$ cat config.mk
export PLATFORM = sky130hd
export DESIGN_NAME = fcsm_ram
export DESIGN_NICKNAME = d
export VERILOG_FILES = /design/src/fcsm_ram.sv
export SDC_FILE = /design/constraint.sdc
export NUM_CORES = 2
export LEC_CHECK = 0
export ABC_AREA = 1
export BUFFER_PORTS_ARGS = -buffer_cell sky130_fd_sc_hd__buf_4
export CELL_PAD_IN_SITES_DETAIL_PLACEMENT = 1
export CELL_PAD_IN_SITES_GLOBAL_PLACEMENT = 2
export CORE_MARGIN = 5
export CORE_UTILIZATION = 25
export DETAILED_ROUTE_END_ITERATION = 16
export PLACE_DENSITY_LB_ADDON = 0.1
export SLEW_MARGIN = 5
export SYNTH_ARGS = -nofsm -noshare
export SYNTH_HDL_FRONTEND = slang
export SYNTH_SLANG_ARGS = --single-unit
$ cat constraint.sdc
create_clock -name i_clk -period 3.11 [get_ports i_clk]
set_input_delay 0.1555 -clock i_clk [delete_from_list [all_inputs] [get_ports i_clk]]
set_output_delay 0.1555 -clock i_clk [all_outputs]
set_load 0.005 [all_outputs]
$ cat src/fcsm_ram.sv
module fcsm_ram #(
    parameter int WIDTH = 8,
    parameter int DEPTH = 256
) (
    input  logic                     i_clk,
    input  logic                     i_we,
    input  logic [$clog2(DEPTH)-1:0] i_waddr,
    input  logic [WIDTH-1:0]         i_wdata,
    input  logic [$clog2(DEPTH)-1:0] i_raddr,
    output logic [WIDTH-1:0]         o_rdata
);
    logic [WIDTH-1:0] r_mem [DEPTH];
    always_ff @(posedge i_clk) begin
        if (i_we) begin
            r_mem[i_waddr] <= i_wdata;
        end
        o_rdata <= r_mem[i_raddr];
    end
endmodule

==> results.sh <==
export IMPL_synth_seq_cells=2056
export IMPL_syn_inst=7003
export IMPL_grt_max_degree=95
export IMPL_ys_seq_area_share_pct=73.9
export IMPL_layout_area_overhead_vs_synth_pct=19.9
export IMPL_antenna_found_initial=22
export IMPL_post_route_min_period_ns=2.59
export IMPL_synth_edf_count=2048
export IMPL_drive_gt1_share_pct=12.2
export IMPL_postRouteWirelength_mm=316
export IMPL_p_per_area_nw_per_um2=637
export IMPL_dp_hpwl_mm=194
export IMPL_power_switching_mw=15.2
export IMPL_path_max_fanout=1
export IMPL_critPathCaptureType="register"
export IMPL_yosys_top_cells_area="edfxtp_1 (74%), nand3_1 (12%), nand2_1 (9.6%)"
export IMPL_finalCritPeriodShare_pct=83.4
export IMPL_worst_setup_path_type="register to register"
export IMPL_synth_warnings=0
export IMPL_die_width_um=588
export IMPL_cts_setup_buffers=0
export IMPL_h_tree_depth=5
export IMPL_place_gp_congestion=0.773
export IMPL_avgSynthCellArea_um2=11.9
export IMPL_synth_most_common_cell="nand2_1"
export IMPL_switching_share_pct=23.9
export IMPL_drv_slew=0
export IMPL_synthTopCellsByCount="nand2_1 (2,123), edfxtp_1 (2,048), nand3_1 (2,019)"
export IMPL_start_util_pct=25.1
export IMPL_use_met2_pct=29.6
export IMPL_fp_dieArea_um2=345000
export IMPL_final_hold_violation_count=0
export IMPL_nets=7377
export IMPL_critPathRequiredTime_ns=3.89
export IMPL_leakagePower_nw=34.8
export IMPL_yosysTopAreaCellShare_pct=73.7
export IMPL_setup_violations_final=0
export IMPL_clockRootBuffer="clkbuf_16"
export IMPL_wl_per_cell_um=26.5
export IMPL_holdBufCountCts=11
export IMPL_cts_buffer_depth=4
export IMPL_clkPwrFrac_pct=45.5
export IMPL_synth_top_cell_by_area="edfxtp_1"
export IMPL_cts_resized=0
export IMPL_overflow=0
export IMPL_vias_per_cell=4.65
export IMPL_via_count=55500
export IMPL_syn_nets=7029
export IMPL_rsz0062_at_grt="false"
export IMPL_portBuffers=33
export IMPL_path_clk_slew_ns=0.06
export IMPL_worst_slew_pin_slew_ns=1.28
export IMPL_rows=212
export IMPL_clock_sinks=2056
export IMPL_syn_area_um2=83400
export IMPL_postRouteAntennaNets=0
export IMPL_seqPwrFrac_pct=48.0
export IMPL_drc=0
export IMPL_status="completed"
export IMPL_num_io_pins=34
export IMPL_hold_class="input port to register"
export IMPL_final_cells=11900
export IMPL_combPwrFrac_pct=6.5
export IMPL_maxCapViolations=0
export IMPL_cts_tree="yes"
export IMPL_grt_most_used_layer="met2"
export IMPL_skew_ns=0.0313
export IMPL_numPlacedInstances=11500
export IMPL_synth_ff_type="edfxtp_1"
export IMPL_synth_cell_types=14
export IMPL_fmax_mhz=386
export IMPL_drtIter0Drc=3823
export IMPL_met1_usage_pct=25.1
export IMPL_core_um2=333000
export IMPL_dr_pass1_iters=6
export IMPL_finalSetupTns_ns=0
export IMPL_grtUsageMet3_pct=1.97
export IMPL_vdd_drop_max_v=0.000390
export IMPL_grtUsageTotal_pct=17.8
export IMPL_clock_latency_ns=0.88
export IMPL_p_int_mw=48.5
export IMPL_startpoint_type="register"
export IMPL_async_reset_ff_share_pct=0
export IMPL_arrival_ns=3.37
export IMPL_slew_headroom_pct=14.4
export IMPL_fp_dieH_um=588
export IMPL_grt_pass1_wl_mm=449
export IMPL_final_util_pct=30.0
export IMPL_cts_inserted_buffers=262
export IMPL_grt_pass1_vias=57500
==> registers in the layout, summed over array words and instances (netlist names) <==
register  count
r_mem      2048
o_rdata       8
==> routing by layer <==
metal | vias to the layer above | part of all wire [%]
met3 | 361 | 3.2
li1 | 25600 | -
met1 | 28700 | 47
met4 | 0 | 2.2
met5 | - | 0
met2 | 862 | 48
==> final timing paths <==
kind / slack (ns) / to / cells past startpoint / startpoint
max: 0.52 / o_rdata[6]$_DFF_P_ / 11 / r_mem[143][6]$_DFFE_PP_
min: 0.06 / r_mem[55][5]$_DFFE_PP_ / 3 / i_we
max reg2reg: 0.52 / o_rdata[6]$_DFF_P_ / 11 / r_mem[143][6]$_DFFE_PP_
min reg2reg: 1.00 / o_rdata[2]$_DFF_P_ / 10 / r_mem[180][2]$_DFFE_PP_
==> kinds of logic (layout without fill, tap and decap cells) <==
kind of cell	after synthesis	count (layout)	synth area share, %
buffers and inverters	522	1052	3.12
flip-flops	2056	2056	73.9
other	0	7	0
AND/OR/NAND/NOR	4425	4425	22.9
==> power groups by stage <==
stage / Clock [mW] / Combinational, mW / Sequential, mW
after CTS: 30.0 / 4.30 / 30.6
after detailed placement: 0 / 4.28 / 31.2
after global routing: 31.2 / 4.52 / 30.6
after floorplan: 0 / 1.88 / 31.1
final: 29.0 / 4.14 / 30.6
after global placement: 0 / 4.28 / 31.2
==> final cells by class <==
cell class	count	area [µm²]
inverter	39	184
timing repair buffer	567	5530
clock buffer	326	7050
clock inverter	120	922
multi-input combinational	4425	19200
antenna	7	17.5
fill	36000	233000
sequential	2056	61700
tap	4387	5490
==> through the flow <==
| stage | worst slack [ns] | power, mW | hold slack, ns | area (µm²) |
|---|---|---|---|---|
| global placement | 0.0704 | 35.5 | 0.518 | 91900 |
| CTS | 0.533 | 65.0 | 0.00106 | 100000 |
| detailed placement | 0.130 | 35.5 | 0.516 | 91900 |
| global route | 0.414 | 66.3 | 0.0430 | 100000 |
| finish | 0.518 | 63.8 | 0.0627 | 100000 |
| floorplan | 1.46 | 33.0 | 0.254 | 83400 |
==> cells in the final DEF (no fill, tap or decap), drive strengths merged <==
cell,Yosys,routed
nand3,2019,2019
clkinvlp,0,4
nor2,283,283
buf,371,556
nand2,2123,2123
edfxtp,2048,2048
dlygate4sd3,0,11
bufinv,0,11
inv,39,47
clkinv,0,97
clkbuf,112,326
diode,0,7
dfxtp,8,8
==> worst max-delay path, cell delays in order, from the launching register on <==
cell	delay, ns
edfxtp_1	0.35
nand2_1	0.07
nand3_1	0.08
nand3_1	0.15
nand3_1	0.21
nand3_1	0.18
nand3_1	0.26
nand3_1	0.42
nand2_1	0.10
nand2_1	0.07
dlygate4sd3_1	0.54
nand2_1	0.05
Power figures use the tool's default switching activity.
