==> src/fcsm_pkg.sv <==
package fcsm_pkg;
    localparam int FRAC_BITS_DEF        = 16;
    localparam int NUM_VOICES_DEF       = 4;
    localparam int NUM_INSTRUMENTS_DEF  = 15;
    localparam int SAMPLE_ADDR_BITS_DEF = 16;

    localparam logic [22:0] PAULA_CLOCK = 23'd7159092;
    localparam logic [15:0] NOTE_MARK   = 16'hFFFD;
    localparam logic [15:0] NOTE_STOP   = 16'hFFFE;
    localparam logic [15:0] PERIOD_MIN  = 16'h0037;
    localparam logic [15:0] PERIOD_END  = 16'h1000;
    localparam logic [6:0]  VOL_MAX     = 7'h3F;
    localparam logic [15:0] RATE_RESET  = 16'd22050;
    localparam logic [3:0]  EFF_VOL_UP  = 4'd5;
    localparam logic [3:0]  EFF_VOL_DN  = 4'd6;

    localparam logic [1:0] ACT_BYTE  = 2'd0;
    localparam logic [1:0] ACT_INSTR = 2'd1;
    localparam logic [1:0] ACT_NOTE  = 2'd2;
    localparam logic [1:0] ACT_FRAME = 2'd3;

    typedef struct packed {
        logic [1:0]  action;
        logic [15:0] mem_address;
        logic [7:0]  mem_byte;
        logic [3:0]  instrument_slot;
        logic [15:0] instrument_base;
        logic [6:0]  instrument_level;
        logic        instrument_present;
        logic [1:0]  voice;
        logic [15:0] note_word;
        logic [15:0] effect_word;
    } t_in_item;

    typedef struct packed {
        logic signed [7:0] left_sample;
        logic signed [7:0] right_sample;
        logic              mark_valid;
        logic [15:0]       mark_value;
    } t_out_item;

    typedef struct packed {
        logic        start;
        logic [39:0] dividend;
        logic [23:0] divisor;
    } t_div_req;

    typedef struct packed {
        logic        busy;
        logic        done;
        logic [39:0] quotient;
    } t_div_rsp;
endpackage

==> src/fcsm_div.sv <==
// Restoring divider, one quotient bit per cycle.
module fcsm_div
    import fcsm_pkg::*;
(
    input  logic     i_clk,
    input  logic     i_rst_n,
    input  t_div_req i_req,
    output t_div_rsp o_rsp
);
    logic [39:0] r_quo;
    logic [24:0] r_rem;
    logic [5:0]  r_cnt;
    logic        r_busy, r_done;
    logic [23:0] r_dvs;
    logic [24:0] trial;
    logic [24:0] diff;

    assign trial = {r_rem[23:0], r_quo[39]};
    assign diff  = trial - {1'b0, r_dvs};

    always_ff @(posedge i_clk) begin
        if (!i_rst_n) begin
            r_busy <= 1'b0;
            r_done <= 1'b0;
            r_cnt  <= '0;
        end else begin
            r_done <= 1'b0;
            if (i_req.start) begin
                r_busy <= 1'b1;
                r_cnt  <= 6'd40;
                r_quo  <= i_req.dividend;
                r_rem  <= '0;
                r_dvs  <= i_req.divisor;
            end else if (r_busy) begin
                if (!diff[24]) begin
                    r_rem <= diff;
                    r_quo <= {r_quo[38:0], 1'b1};
                end else begin
                    r_rem <= trial;
                    r_quo <= {r_quo[38:0], 1'b0};
                end
                r_cnt <= r_cnt - 6'd1;
                if (r_cnt == 6'd1) begin
                    r_busy <= 1'b0;
                    r_done <= 1'b1;
                end
            end
        end
    end

    assign o_rsp.busy     = r_busy;
    assign o_rsp.done     = r_done;
    assign o_rsp.quotient = r_quo;
endmodule

==> config.mk <==
export PLATFORM = sky130hd
export DESIGN_NAME = fcsm_div
export DESIGN_NICKNAME = d
export VERILOG_FILES = /design/src/fcsm_pkg.sv /design/src/fcsm_div.sv
export SDC_FILE = /design/constraint.sdc
export NUM_CORES = 1
export LEC_CHECK = 0
export ABC_CLOCK_PERIOD_IN_PS = 5100
export BUFFER_PORTS_ARGS = -buffer_cell sky130_fd_sc_hd__buf_2
export CAP_MARGIN = 20
export CORE_MARGIN = 1.5
export CORE_UTILIZATION = 50
export DETAILED_ROUTE_END_ITERATION = 10
export GPL_ROUTABILITY_DRIVEN = 0
export GPL_TIMING_DRIVEN = 0
export MAX_ROUTING_LAYER = met4
export PLACE_DENSITY = 0.75
export SETUP_SLACK_MARGIN = 0.15
export SLEW_MARGIN = 5
export SYNTH_ARGS = -nofsm -noshare
export SYNTH_HDL_FRONTEND = slang
export SYNTH_SLANG_ARGS = --single-unit
==> constraint.sdc <==
create_clock -name i_clk -period 5.1 [get_ports i_clk]
set_clock_uncertainty 0.1 [all_clocks]
set_input_delay 0.765 -clock i_clk [delete_from_list [all_inputs] [get_ports i_clk]]
set_output_delay 0.765 -clock i_clk [all_outputs]
set_load 0.02 [all_outputs]
==> impl_metrics.yaml, run 1 <==
power:
  p_comb_share_pct: 29.3
  switchingPower_w: 0.000652
  power_density_nw_per_um2: 322
  switching_share_pct: 32.5
  ir_drop_v: 0.000271
  seq_power_share_pct: 48.6
  p_leak_nw: 2.55
  clkPwrFrac_pct: 22.1
  p_int_w: 0.00135
floorplanning:
  placementRows: 37
  dieWidth_um: 106
  coreArea_um2: 10400
  start_util_pct: 51.6
  ios: 109
  dieArea_um2: 11300
  die_h_um: 106
grt:
  grt_start_max_net_pins: 66
  overflow: 0
  grt_pass1_vias: 4058
  grt_pass1_wl_um: 19800
  antenna_found_initial: 0
  grt.total_usage_pct: 23.2
logic_synthesis:
  postSynth.asyncResetShare_pct: 0
  synth_compound_area_share_pct: 15.7
  syn-cell-area_um2: 5350
  synth-simple-area-share_pct: 9.61
  ys_ff_latch: 96
  synthCells: 469
  synthMuxAreaShare_pct: 8.20
  synth_warnings: 0
  synthFlopType: "edfxtp_1"
  synth.largest_area_cell: "edfxtp_1"
  synth_top_area_share_pct: 49.4
  synth_common_cells: "88 x edfxtp_1, 45 x a21oi_1, 39 x mux2_2, 34 x inv_1"
  synth_edf_count: 88
  ys_top_cells_by_area: "edfxtp_1 49%, mux2_2 8.2%, ha_1 6.1%, a21oi_1 4.2%, dfxtp_1 3.0%"
  synth_top_family_by_area: "compound AO/OA/AOI/OAI gates"
  avgSynthCellArea_um2: 11.4
  yosys.cell_count.top_type: "edfxtp_1"
  synth_fa_ha_area_share_pct: 6.45
  synth.net_count: 563
  synth_xor_area_share_pct: 3.44
  synth_cell_types: 58
  ys_seq_area_share_pct: 52.4
cts:
  path_clk_slew_ns: 0.09
  clock-sinks: 96
  cts_buffer_depth: 2
  ctsHtreeMaxLevel: 3
  postCtsSetupBuffers: 0
  cts-root-buf: "clkbuf_8"
  ctsHoldBuffers: 0
  post_cts_resized: 0
  cts_tree: "yes"
  clk_latency_ns: 0.38
  cts_made_buffers: 9
finish:
  nets: 681
  drive_gt1_share_pct: 30.3
  final_core_util_pct: 60.0
  syn_to_final_growth_pct: 16.3
  antenna_cells: 0
placed_design:
  hpwl_um: 8660
  post-place-ws_ns: 1.88
  port-buffer-count: 107
status:
  status: "completed"
drt:
  antenna_left: 0
  drt_iter0_drc: 267
  vias_per_cell: 5.72
  route.detailed.drc: 0
  routed_wire_length_per_instance_um: 16.9
  dr.pass1.iters: 5
  routed_wl_um: 12300
  route.vias.total: 4159
sta:
  setup_ws_ns: 1.87
  setup_viol: 0
  fmax_mhz: 309
  min_period_ns: 3.23
  post-route-period-util_pct: 63.4
  rsz0062_at_grt: "no"
  report.final.hold_viol_count: 0
  slew_headroom_pct: 34.1
  drv_slew: 0
  tightest_slew_ns: 0.988
  finalSetupTns_ns: 0
critical_path:
  cp_cell_sequence: "inv_1 > ha_1 > fa_1 > nand2b_1 > a21oi_1 > o21ai_1 > nand3_2 > a21oi_1 > buf_2 > nor2_1 > a211oi_1"
  worstPathRequired_ns: 5.09
  rr_endpoint: "r_rem[20]$_SDFFCE_PP0P_"
  path_class: "flip-flop to flip-flop"
  cp-end-kind: "flip-flop"
  crit_path_top_delay_cell: "nor2_1"
  cp_slowest_stage_delay_ns: 0.54
  path_common_cell: "a21oi_1"
  critPathArrivalTime_ns: 3.22
  cp_num_buf_inv: 2
  rrSetupSlack_ns: 1.87
  crit_start: "r_quo[39]$_DFFE_PP_"
  worstRegToRegCells: 11
  start_kind: "flip-flop"
  worstReg2RegStart: "r_quo[39]$_DFFE_PP_"
  critical_path.max_fanout: 10
  crit_family: "simple AND/OR/NAND/NOR gates"
worst_hold_path:
  min_path_type: "flip-flop to flip-flop"
  hp-start: "r_cnt[1]$_SDFFE_PP0P_"
  hold_depth: 2
  holdPathEnd: "r_cnt[1]$_SDFFE_PP0P_"
job:
  maxCapViolCount: 0
## power by group through the flow
| stage | clock, W | sequential (W) | combinational, W |
|---|---|---|---|
| floorplan | 0 | 0.00101 | 0.000402 |
| global placement | 0 | 0.000992 | 0.000562 |
| detailed placement | 0 | 0.000992 | 0.000576 |
| CTS | 0.000459 | 0.000976 | 0.000580 |
| global route | 0.000478 | 0.000984 | 0.000645 |
| finish | 0.000443 | 0.000976 | 0.000587 |
## cell families after synthesis
kind of cell | after synthesis
AO/OA/AOI/OAI | 132
AND/OR/NAND/NOR | 100
flip-flops | 96
buffers and inverters | 54
multiplexers | 39
adder cells (fa/ha/maj) | 27
XOR/XNOR | 21
## worst max path at each step
| stage | end | slack (ns) | cells after the start |
|---|---|---|---|
| final | r_rem[20]$_SDFFCE_PP0P_ | 1.87 | 11 |
| after global routing | r_rem[20]$_SDFFCE_PP0P_ | 1.61 | 11 |
| after detailed placement | r_rem[20]$_SDFFCE_PP0P_ | 1.88 | 11 |
| after CTS | r_rem[20]$_SDFFCE_PP0P_ | 1.81 | 11 |
| after global placement | r_quo[30]$_DFFE_PP_ | 1.26 | 2 |
| after floorplan | r_quo[0]$_DFFE_PP_ | 2.04 | 2 |
## worst reg2reg max path, delay by kind of cell (launching register included)
kind / cells / cell delay (ns)
simple gates: 3 / 0.88
compound gates: 4 / 0.69
fa+ha+maj: 2 / 0.61
flops: 1 / 0.40
buf+inv: 2 / 0.26
## placed cells by master (no fill, tap or decap), types with 17 or more instances in the layout
| cell | synthesis | final |
|---|---|---|
| inv_1 | 34 | 34 |
| nor2_1 | 20 | 20 |
| mux2_2 | 39 | 39 |
| o21ai_0 | 26 | 26 |
| a21oi_1 | 45 | 45 |
| nand2_1 | 24 | 24 |
| ha_1 | 26 | 26 |
| edfxtp_1 | 88 | 88 |
| buf_2 | 5 | 112 |
| nand3_1 | 17 | 17 |
## through the flow
| step | total power [W] | hold WS [ns] | area, um^2 | instances |
|---|---|---|---|---|
| final | 0.00201 | 0.421 | 6230 | 727 |
| after global routing | 0.00211 | 0.433 | 6230 | 727 |
| after CTS | 0.00201 | 0.426 | 6230 | 727 |
| after detailed placement | 0.00157 | 0.417 | 6070 | 712 |
| after global placement | 0.00155 | 0.379 | 6060 | 712 |
| after floorplan | 0.00141 | 0.369 | 5350 | 469 |
## sequential cells by signal, indices dropped and copies added (netlist names)
name and cells:
r_quo 40, r_cnt 6, r_rem 24, r_done 1, r_dvs 24, r_busy 1
## layer usage
layer  wire [um]  GRT usage [%]  up-vias
met2        5770           36.0      183
met1        5350           29.9     1962
met5           0              -        -
met4         210           6.86        0
met3         983           6.68       28
li1            -              -     1986
## final cells by class
type	instances	area [um^2]
inverters	34	128
flip-flops and latches	96	2800
clock buffers	10	128
multi-input cells	319	2330
well taps	136	170
fillers	898	4140
plain buffers	20	100
clock inverters	5	32.5
repair buffers	107	536
Power figures use the tool's default switching activity.
==> inputs of run 2 (changes only) <==
--- a/config.mk
+++ b/config.mk
@@ -5,7 +5,7 @@
 export SDC_FILE = /design/constraint.sdc
 export NUM_CORES = 1
 export LEC_CHECK = 0
-export ABC_CLOCK_PERIOD_IN_PS = 5100
+export ABC_CLOCK_PERIOD_IN_PS = 3190
 export BUFFER_PORTS_ARGS = -buffer_cell sky130_fd_sc_hd__buf_2
 export CAP_MARGIN = 20
 export CORE_MARGIN = 1.5
==> constraint.sdc (replaced) <==
create_clock -name i_clk -period 3.19 [get_ports i_clk]
set_clock_uncertainty 0.1 [all_clocks]
set_input_delay 0.4785 -clock i_clk [delete_from_list [all_inputs] [get_ports i_clk]]
set_output_delay 0.4785 -clock i_clk [all_outputs]
set_load 0.02 [all_outputs]
==> impl_metrics.yaml, run 2 (same netlist as run 1, synthesis figures left out) <==
worst_hold_path:
  min_path_type: "input port to flip-flop"
  hold_depth: 1
  holdPathEnd: "r_dvs[13]$_DFFE_PP_"
  hp-start: "i_req[13]"
power:
  p_leak_nw: 2.59
  ir_drop_v: 0.000434
  power_density_nw_per_um2: 514
  p_comb_share_pct: 29.9
  clkPwrFrac_pct: 21.8
  p_int_w: 0.00218
  switching_share_pct: 32.6
  fin_total_pwr_w: 0.00324
  seq_power_share_pct: 48.2
  switchingPower_w: 0.00106
critical_path:
  cp_cell_sequence: "inv_1 > ha_1 > fa_1 > nand2b_4 > a21oi_2 > o21ai_2 > nand3_2 > a21oi_1 > clkbuf_4 > clkbuf_4 > o21ai_0 > a21oi_1"
  cp-end-kind: "flip-flop"
  start_kind: "flip-flop"
  crit_family: "compound AO/OA/AOI/OAI gates"
  path_class: "flip-flop to flip-flop"
  cp_num_buf_inv: 3
  rrSetupSlack_ns: 0.30
  rr_endpoint: "r_rem[6]$_SDFFCE_PP0P_"
  worstPathRequired_ns: 3.20
  critical_path.max_fanout: 10
  cp_slowest_stage_delay_ns: 0.40
  worstRegToRegCells: 12
  critPathArrivalTime_ns: 2.89
  worstReg2RegStart: "r_quo[39]$_DFFE_PP_"
  crit_path_top_delay_cell: "edfxtp_1"
sta:
  slew_headroom_pct: 34.3
  report.final.hold_viol_count: 0
  min_period_ns: 2.89
  setup_ws_ns: 0.304
  post-route-period-util_pct: 90.5
  holdWs_ns: 0.167
  rsz0062_at_grt: "no"
  finalSetupTns_ns: 0
  drv_slew: 0
  setup_viol: 0
  tightest_slew_ns: 0.984
  fmax_mhz: 346
cts:
  cts_made_buffers: 9
  ctsHtreeMaxLevel: 3
  clk_latency_ns: 0.38
  ctsHoldBuffers: 0
  cts_buffer_depth: 2
  clock-sinks: 96
  cts_tree: "yes"
  cts-root-buf: "clkbuf_8"
  path_clk_slew_ns: 0.09
placed_design:
  port-buffer-count: 107
  hpwl_um: 8660
  dp.cells: 712
  post-place-ws_ns: -0.0285
finish:
  syn_to_final_growth_pct: 17.7
  largest_registers: "r_quo x40, r_dvs x24, r_rem x24"
  nets: 686
  stdcell_count: 732
  nFillCells: 894
  final_cell_mix: "111 x buf_2, 88 x edfxtp_1, 44 x a21oi_1"
  layout_commonest_cell: "buf_2"
  largest_register_ffs: 40
  antenna_cells: 0
  largest-register: "r_quo"
  multiInputGateArea_um2: 2360
  drive_gt1_share_pct: 32.0
  regArea_um2: 2800
drt:
  routed_wl_um: 12500
  route.detailed.drc: 0
  antenna_left: 0
  route.vias.total: 4203
  dr.pass1.iters: 5
  vias_per_cell: 5.74
  routed_wire_length_per_instance_um: 17.1
  drt_iter0_drc: 261
grt:
  antenna_found_initial: 0
  overflow: 0
  grt.total_usage_pct: 23.2
  grt_pass1_wl_um: 19800
  grt_start_max_net_pins: 66
  grt_pass1_vias: 4064
floorplanning:
  placementRows: 37
  dieArea_um2: 11300
  ios: 109
  start_util_pct: 51.6
  dieWidth_um: 106
  die_h_um: 106
  coreArea_um2: 10400
status:
  status: "completed"
job:
  maxCapViolCount: 0
[run 2: cell types whose count changed in the layout (fill, tap and decap cells not counted), moves of 2 or more]
cell,delta
o21ai_1,+5
clkbuf_4,+2
clkbuf_1,-2
o21ai_0,-6
buf_4,+5
[run 2: how the worst max path moves through the flow]
stage | from | endpoint | slack, ns | depth (start not counted)
final | r_quo[39]$_DFFE_PP_ | r_rem[6]$_SDFFCE_PP0P_ | 0.30 | 12
after floorplan | i_req[64] | r_quo[0]$_DFFE_PP_ | 0.42 | 2
after CTS | r_quo[39]$_DFFE_PP_ | r_rem[20]$_SDFFCE_PP0P_ | 0.16 | 11
after global placement | i_req[64] | r_quo[30]$_DFFE_PP_ | -0.37 | 2
after global routing | r_quo[39]$_DFFE_PP_ | r_rem[21]$_SDFFCE_PP0P_ | 0.19 | 12
after detailed placement | r_quo[39]$_DFFE_PP_ | r_rem[20]$_SDFFCE_PP0P_ | -0.03 | 11
[run 2: cell type report]
| type | count | area share [%] |
|---|---|---|
| plain buffers | 20 | 1.71 |
| clock buffers | 10 | 2.03 |
| clock inverters | 5 | 0.516 |
| inverters | 34 | 2.03 |
| multi-input cells | 319 | 37.5 |
| flip-flops and latches | 96 | 44.5 |
| well taps | 136 | 2.70 |
| repair buffers | 112 | 9.09 |
[run 2: timing repair]
action                                  in CTS  in global routing
gates resized for setup                      3                 15
buffers inserted                             0                  5
pin swaps                                    0                  2
endpoints found under the setup margin      13                 25
cloned                                       0                  0
[run 2: power groups by stage]
stage                     clock network (W)  registers [W]  logic (W)
after CTS                          0.000734        0.00156   0.000930
after global placement                    0        0.00159   0.000899
after floorplan                           0        0.00162   0.000642
final                              0.000707        0.00156   0.000968
after global routing               0.000765        0.00157    0.00106
after detailed placement                  0        0.00159   0.000922
[run 2: worst reg2reg max path, cell delays in order (launching register included)]
cell      delay, ns
edfxtp_1       0.40
inv_1          0.06
ha_1           0.22
fa_1           0.40
nand2b_4       0.17
a21oi_2        0.22
o21ai_2        0.11
nand3_2        0.12
a21oi_1        0.09
clkbuf_4       0.23
clkbuf_4       0.22
o21ai_0        0.17
a21oi_1        0.09
[run 2: routing by layer]
| metal | global-route usage, % | part of all wire [%] | vias to the layer above |
|---|---|---|---|
| li1 | - | - | 1996 |
| met1 | 29.9 | 43 | 1997 |
| met2 | 35.8 | 47 | 190 |
| met3 | 6.68 | 8.1 | 20 |
| met4 | 7.24 | 1.4 | 0 |
| met5 | - | 0 | - |
[run 2: per-stage QoR]
stage                     utilization, %  area [um^2]
after detailed placement            58.5         6070
final                               60.8         6300
after global placement              58.4         6060
after global routing                60.8         6300
after floorplan                        -         5350
after CTS                           60.1         6240
==> inputs of run 3 (changes only) <==
--- a/config.mk
+++ b/config.mk
@@ -9,14 +9,14 @@
 export BUFFER_PORTS_ARGS = -buffer_cell sky130_fd_sc_hd__buf_2
 export CAP_MARGIN = 20
 export CORE_MARGIN = 1.5
-export CORE_UTILIZATION = 50
+export CORE_UTILIZATION = 35
 export DETAILED_ROUTE_END_ITERATION = 10
 export GPL_ROUTABILITY_DRIVEN = 0
 export GPL_TIMING_DRIVEN = 0
 export MAX_ROUTING_LAYER = met4
-export PLACE_DENSITY = 0.75
+export PLACE_DENSITY = 0.56
 export SETUP_SLACK_MARGIN = 0.15
-export SLEW_MARGIN = 5
+export SLEW_MARGIN = 20
 export SYNTH_ARGS = -nofsm -noshare
 export SYNTH_HDL_FRONTEND = slang
 export SYNTH_SLANG_ARGS = --single-unit
==> constraint.sdc (replaced) <==
create_clock -name i_clk -period 3.19 [get_ports i_clk]
set_clock_uncertainty 0.1 [all_clocks]
set_input_delay 0.4785 -clock i_clk [delete_from_list [all_inputs] [get_ports i_clk]]
set_output_delay 0.4785 -clock i_clk [all_outputs]
set_load 0.005 [all_outputs]
==> impl_metrics.yaml, run 3 (same netlist as run 1, synthesis figures left out) <==
status:
  status: "completed"
finish:
  final_cell_mix: "111 x buf_2, 88 x edfxtp_1, 44 x a21oi_1"
  largest_registers: "r_quo x40, r_dvs x24, r_rem x24"
  largest_register_ffs: 40
  nFillCells: 1427
  syn_to_final_growth_pct: 21.5
  layout_commonest_cell: "buf_2"
  regArea_um2: 2800
  multiInputGateArea_um2: 2360
  nets: 684
  stdcell_area_um2: 6500
  largest-register: "r_quo"
  antenna_cells: 0
  drive_gt1_share_pct: 32.1
critical_path:
  cp_cell_sequence: "inv_1 > ha_1 > fa_1 > nand2b_4 > a21oi_2 > o21ai_1 > nand3_2 > a21oi_1 > buf_4 > nor4b_1 > o21a_1"
  worstPathRequired_ns: 3.30
  cp-end-kind: "flip-flop"
  worstReg2RegStart: "r_quo[39]$_DFFE_PP_"
  cp_slowest_stage_delay_ns: 0.45
  worstRegToRegCells: 11
  crit_path_top_delay_cell: "nor4b_1"
  rrSetupSlack_ns: 0.35
  rr_endpoint: "r_rem[9]$_SDFFCE_PP0P_"
  path_class: "flip-flop to flip-flop"
  critical_path.max_fanout: 10
  critPathArrivalTime_ns: 2.95
  start_kind: "flip-flop"
power:
  ir_drop_v: 0.000223
  power_density_nw_per_um2: 552
  p_leak_nw: 2.64
sta:
  rsz0062_at_grt: "no"
  report.final.hold_viol_count: 0
  setup_viol: 0
  tightest_slew_ns: 0.930
  drv_slew: 0
  slew_headroom_pct: 37.6
  finalSetupTns_ns: 0
  fmax_mhz: 352
  min_period_ns: 2.84
  post-route-period-util_pct: 88.9
worst_hold_path:
  min_path_type: "input port to flip-flop"
  hp-start: "i_req[6]"
  holdPathEnd: "r_dvs[6]$_DFFE_PP_"
  hold_depth: 1
floorplanning:
  coreArea_um2: 15100
  dieArea_um2: 16000
  dieWidth_um: 127
  start_util_pct: 35.5
  die_h_um: 127
  ios: 109
  placementRows: 45
grt:
  antenna_found_initial: 0
  grt.total_usage_pct: 17.4
  grt_start_max_net_pins: 50
  overflow: 0
  use_met1_pct: 22.2
  grt.busiest_layer: "met2"
  gr-usage-met3_pct: 4.09
  grt_pass1_wl_um: 21400
  grt_pass1_vias: 4200
  use_met2_pct: 27.4
drt:
  route.detailed.drc: 0
  routed_wl_um: 13100
  dr.pass1.iters: 4
  route.vias.total: 4098
  vias_per_cell: 5.23
  antenna_left: 0
  drt_iter0_drc: 202
  routed_wire_length_per_instance_um: 16.7
cts:
  clock-sinks: 96
  cts_tree: "yes"
  cts-root-buf: "clkbuf_16"
  ctsHtreeMaxLevel: 3
  clk_latency_ns: 0.34
  ctsHoldBuffers: 0
  cts_buffer_depth: 2
  cts_made_buffers: 9
  path_clk_slew_ns: 0.07
job:
  maxCapViolCount: 0
placed_design:
  placed_area_um2: 6160
  hpwl_um: 9480
  port-buffer-count: 107
-- run 3: cell type report --
class	count	share of cell area (%)
clock buffer	10	3.52
inverter	34	1.96
multi-input combinational	319	36.2
buffer	20	1.67
clock inverter	6	1.04
tap	188	3.62
timing repair buffer	110	8.89
sequential	96	43.1
-- run 3: repair_timing --
action	4_1_cts	5_1_grt
cloned	0	0
pin swaps	0	3
gates resized for setup	3	17
buffers inserted	0	2
endpoints found under the setup margin	17	21
-- run 3: stage by stage --
step           hold WS [ns]  util (%)  cells  total power, W  setup WS [ns]
2_1_floorplan         0.369         -    469         0.00222          0.416
3_3_place_gp          0.380      40.6    764         0.00247         -0.456
3_5_place_dp          0.393      40.8    765         0.00249        -0.0110
4_1_cts               0.193      42.9    781         0.00360          0.168
5_1_grt               0.191      43.1    783         0.00378          0.139
6_report              0.206      43.1    783         0.00359          0.353
-- run 3: how the worst max path moves through the flow --
stage	start	end	slack, ns	depth (start not counted)
after floorplan	i_req[64]	r_quo[0]$_DFFE_PP_	0.42	2
after global placement	i_req[64]	r_rem[23]$_SDFFCE_PP0P_	-0.46	2
after detailed placement	r_quo[39]$_DFFE_PP_	r_rem[23]$_SDFFCE_PP0P_	-0.01	11
after CTS	r_quo[39]$_DFFE_PP_	r_rem[16]$_SDFFCE_PP0P_	0.17	12
after global routing	r_rem[15]$_SDFFCE_PP0P_	r_rem[23]$_SDFFCE_PP0P_	0.14	10
final	r_quo[39]$_DFFE_PP_	r_rem[9]$_SDFFCE_PP0P_	0.35	11
-- run 3: metal layers --
layer,part of all wire [%],up-vias
met5,0,-
met2,48,144
met3,6.9,15
li1,-,1991
met1,44,1948
met4,1.3,0
-- run 3: critical path, delay by kind of cell (launching register included) --
family | cells | cell delay (ns)
compound gates | 4 | 0.60
fa+ha+maj | 2 | 0.62
buf+inv | 2 | 0.26
flops | 1 | 0.38
simple gates | 3 | 0.77
-- run 3: where the power goes --
part | internal [W] | switching, W | total [W]
Sequential | 0.00151 | 0.0000523 | 0.00156
Clock | 0.000613 | 0.000485 | 0.00110
Combinational | 0.000396 | 0.000536 | 0.000932
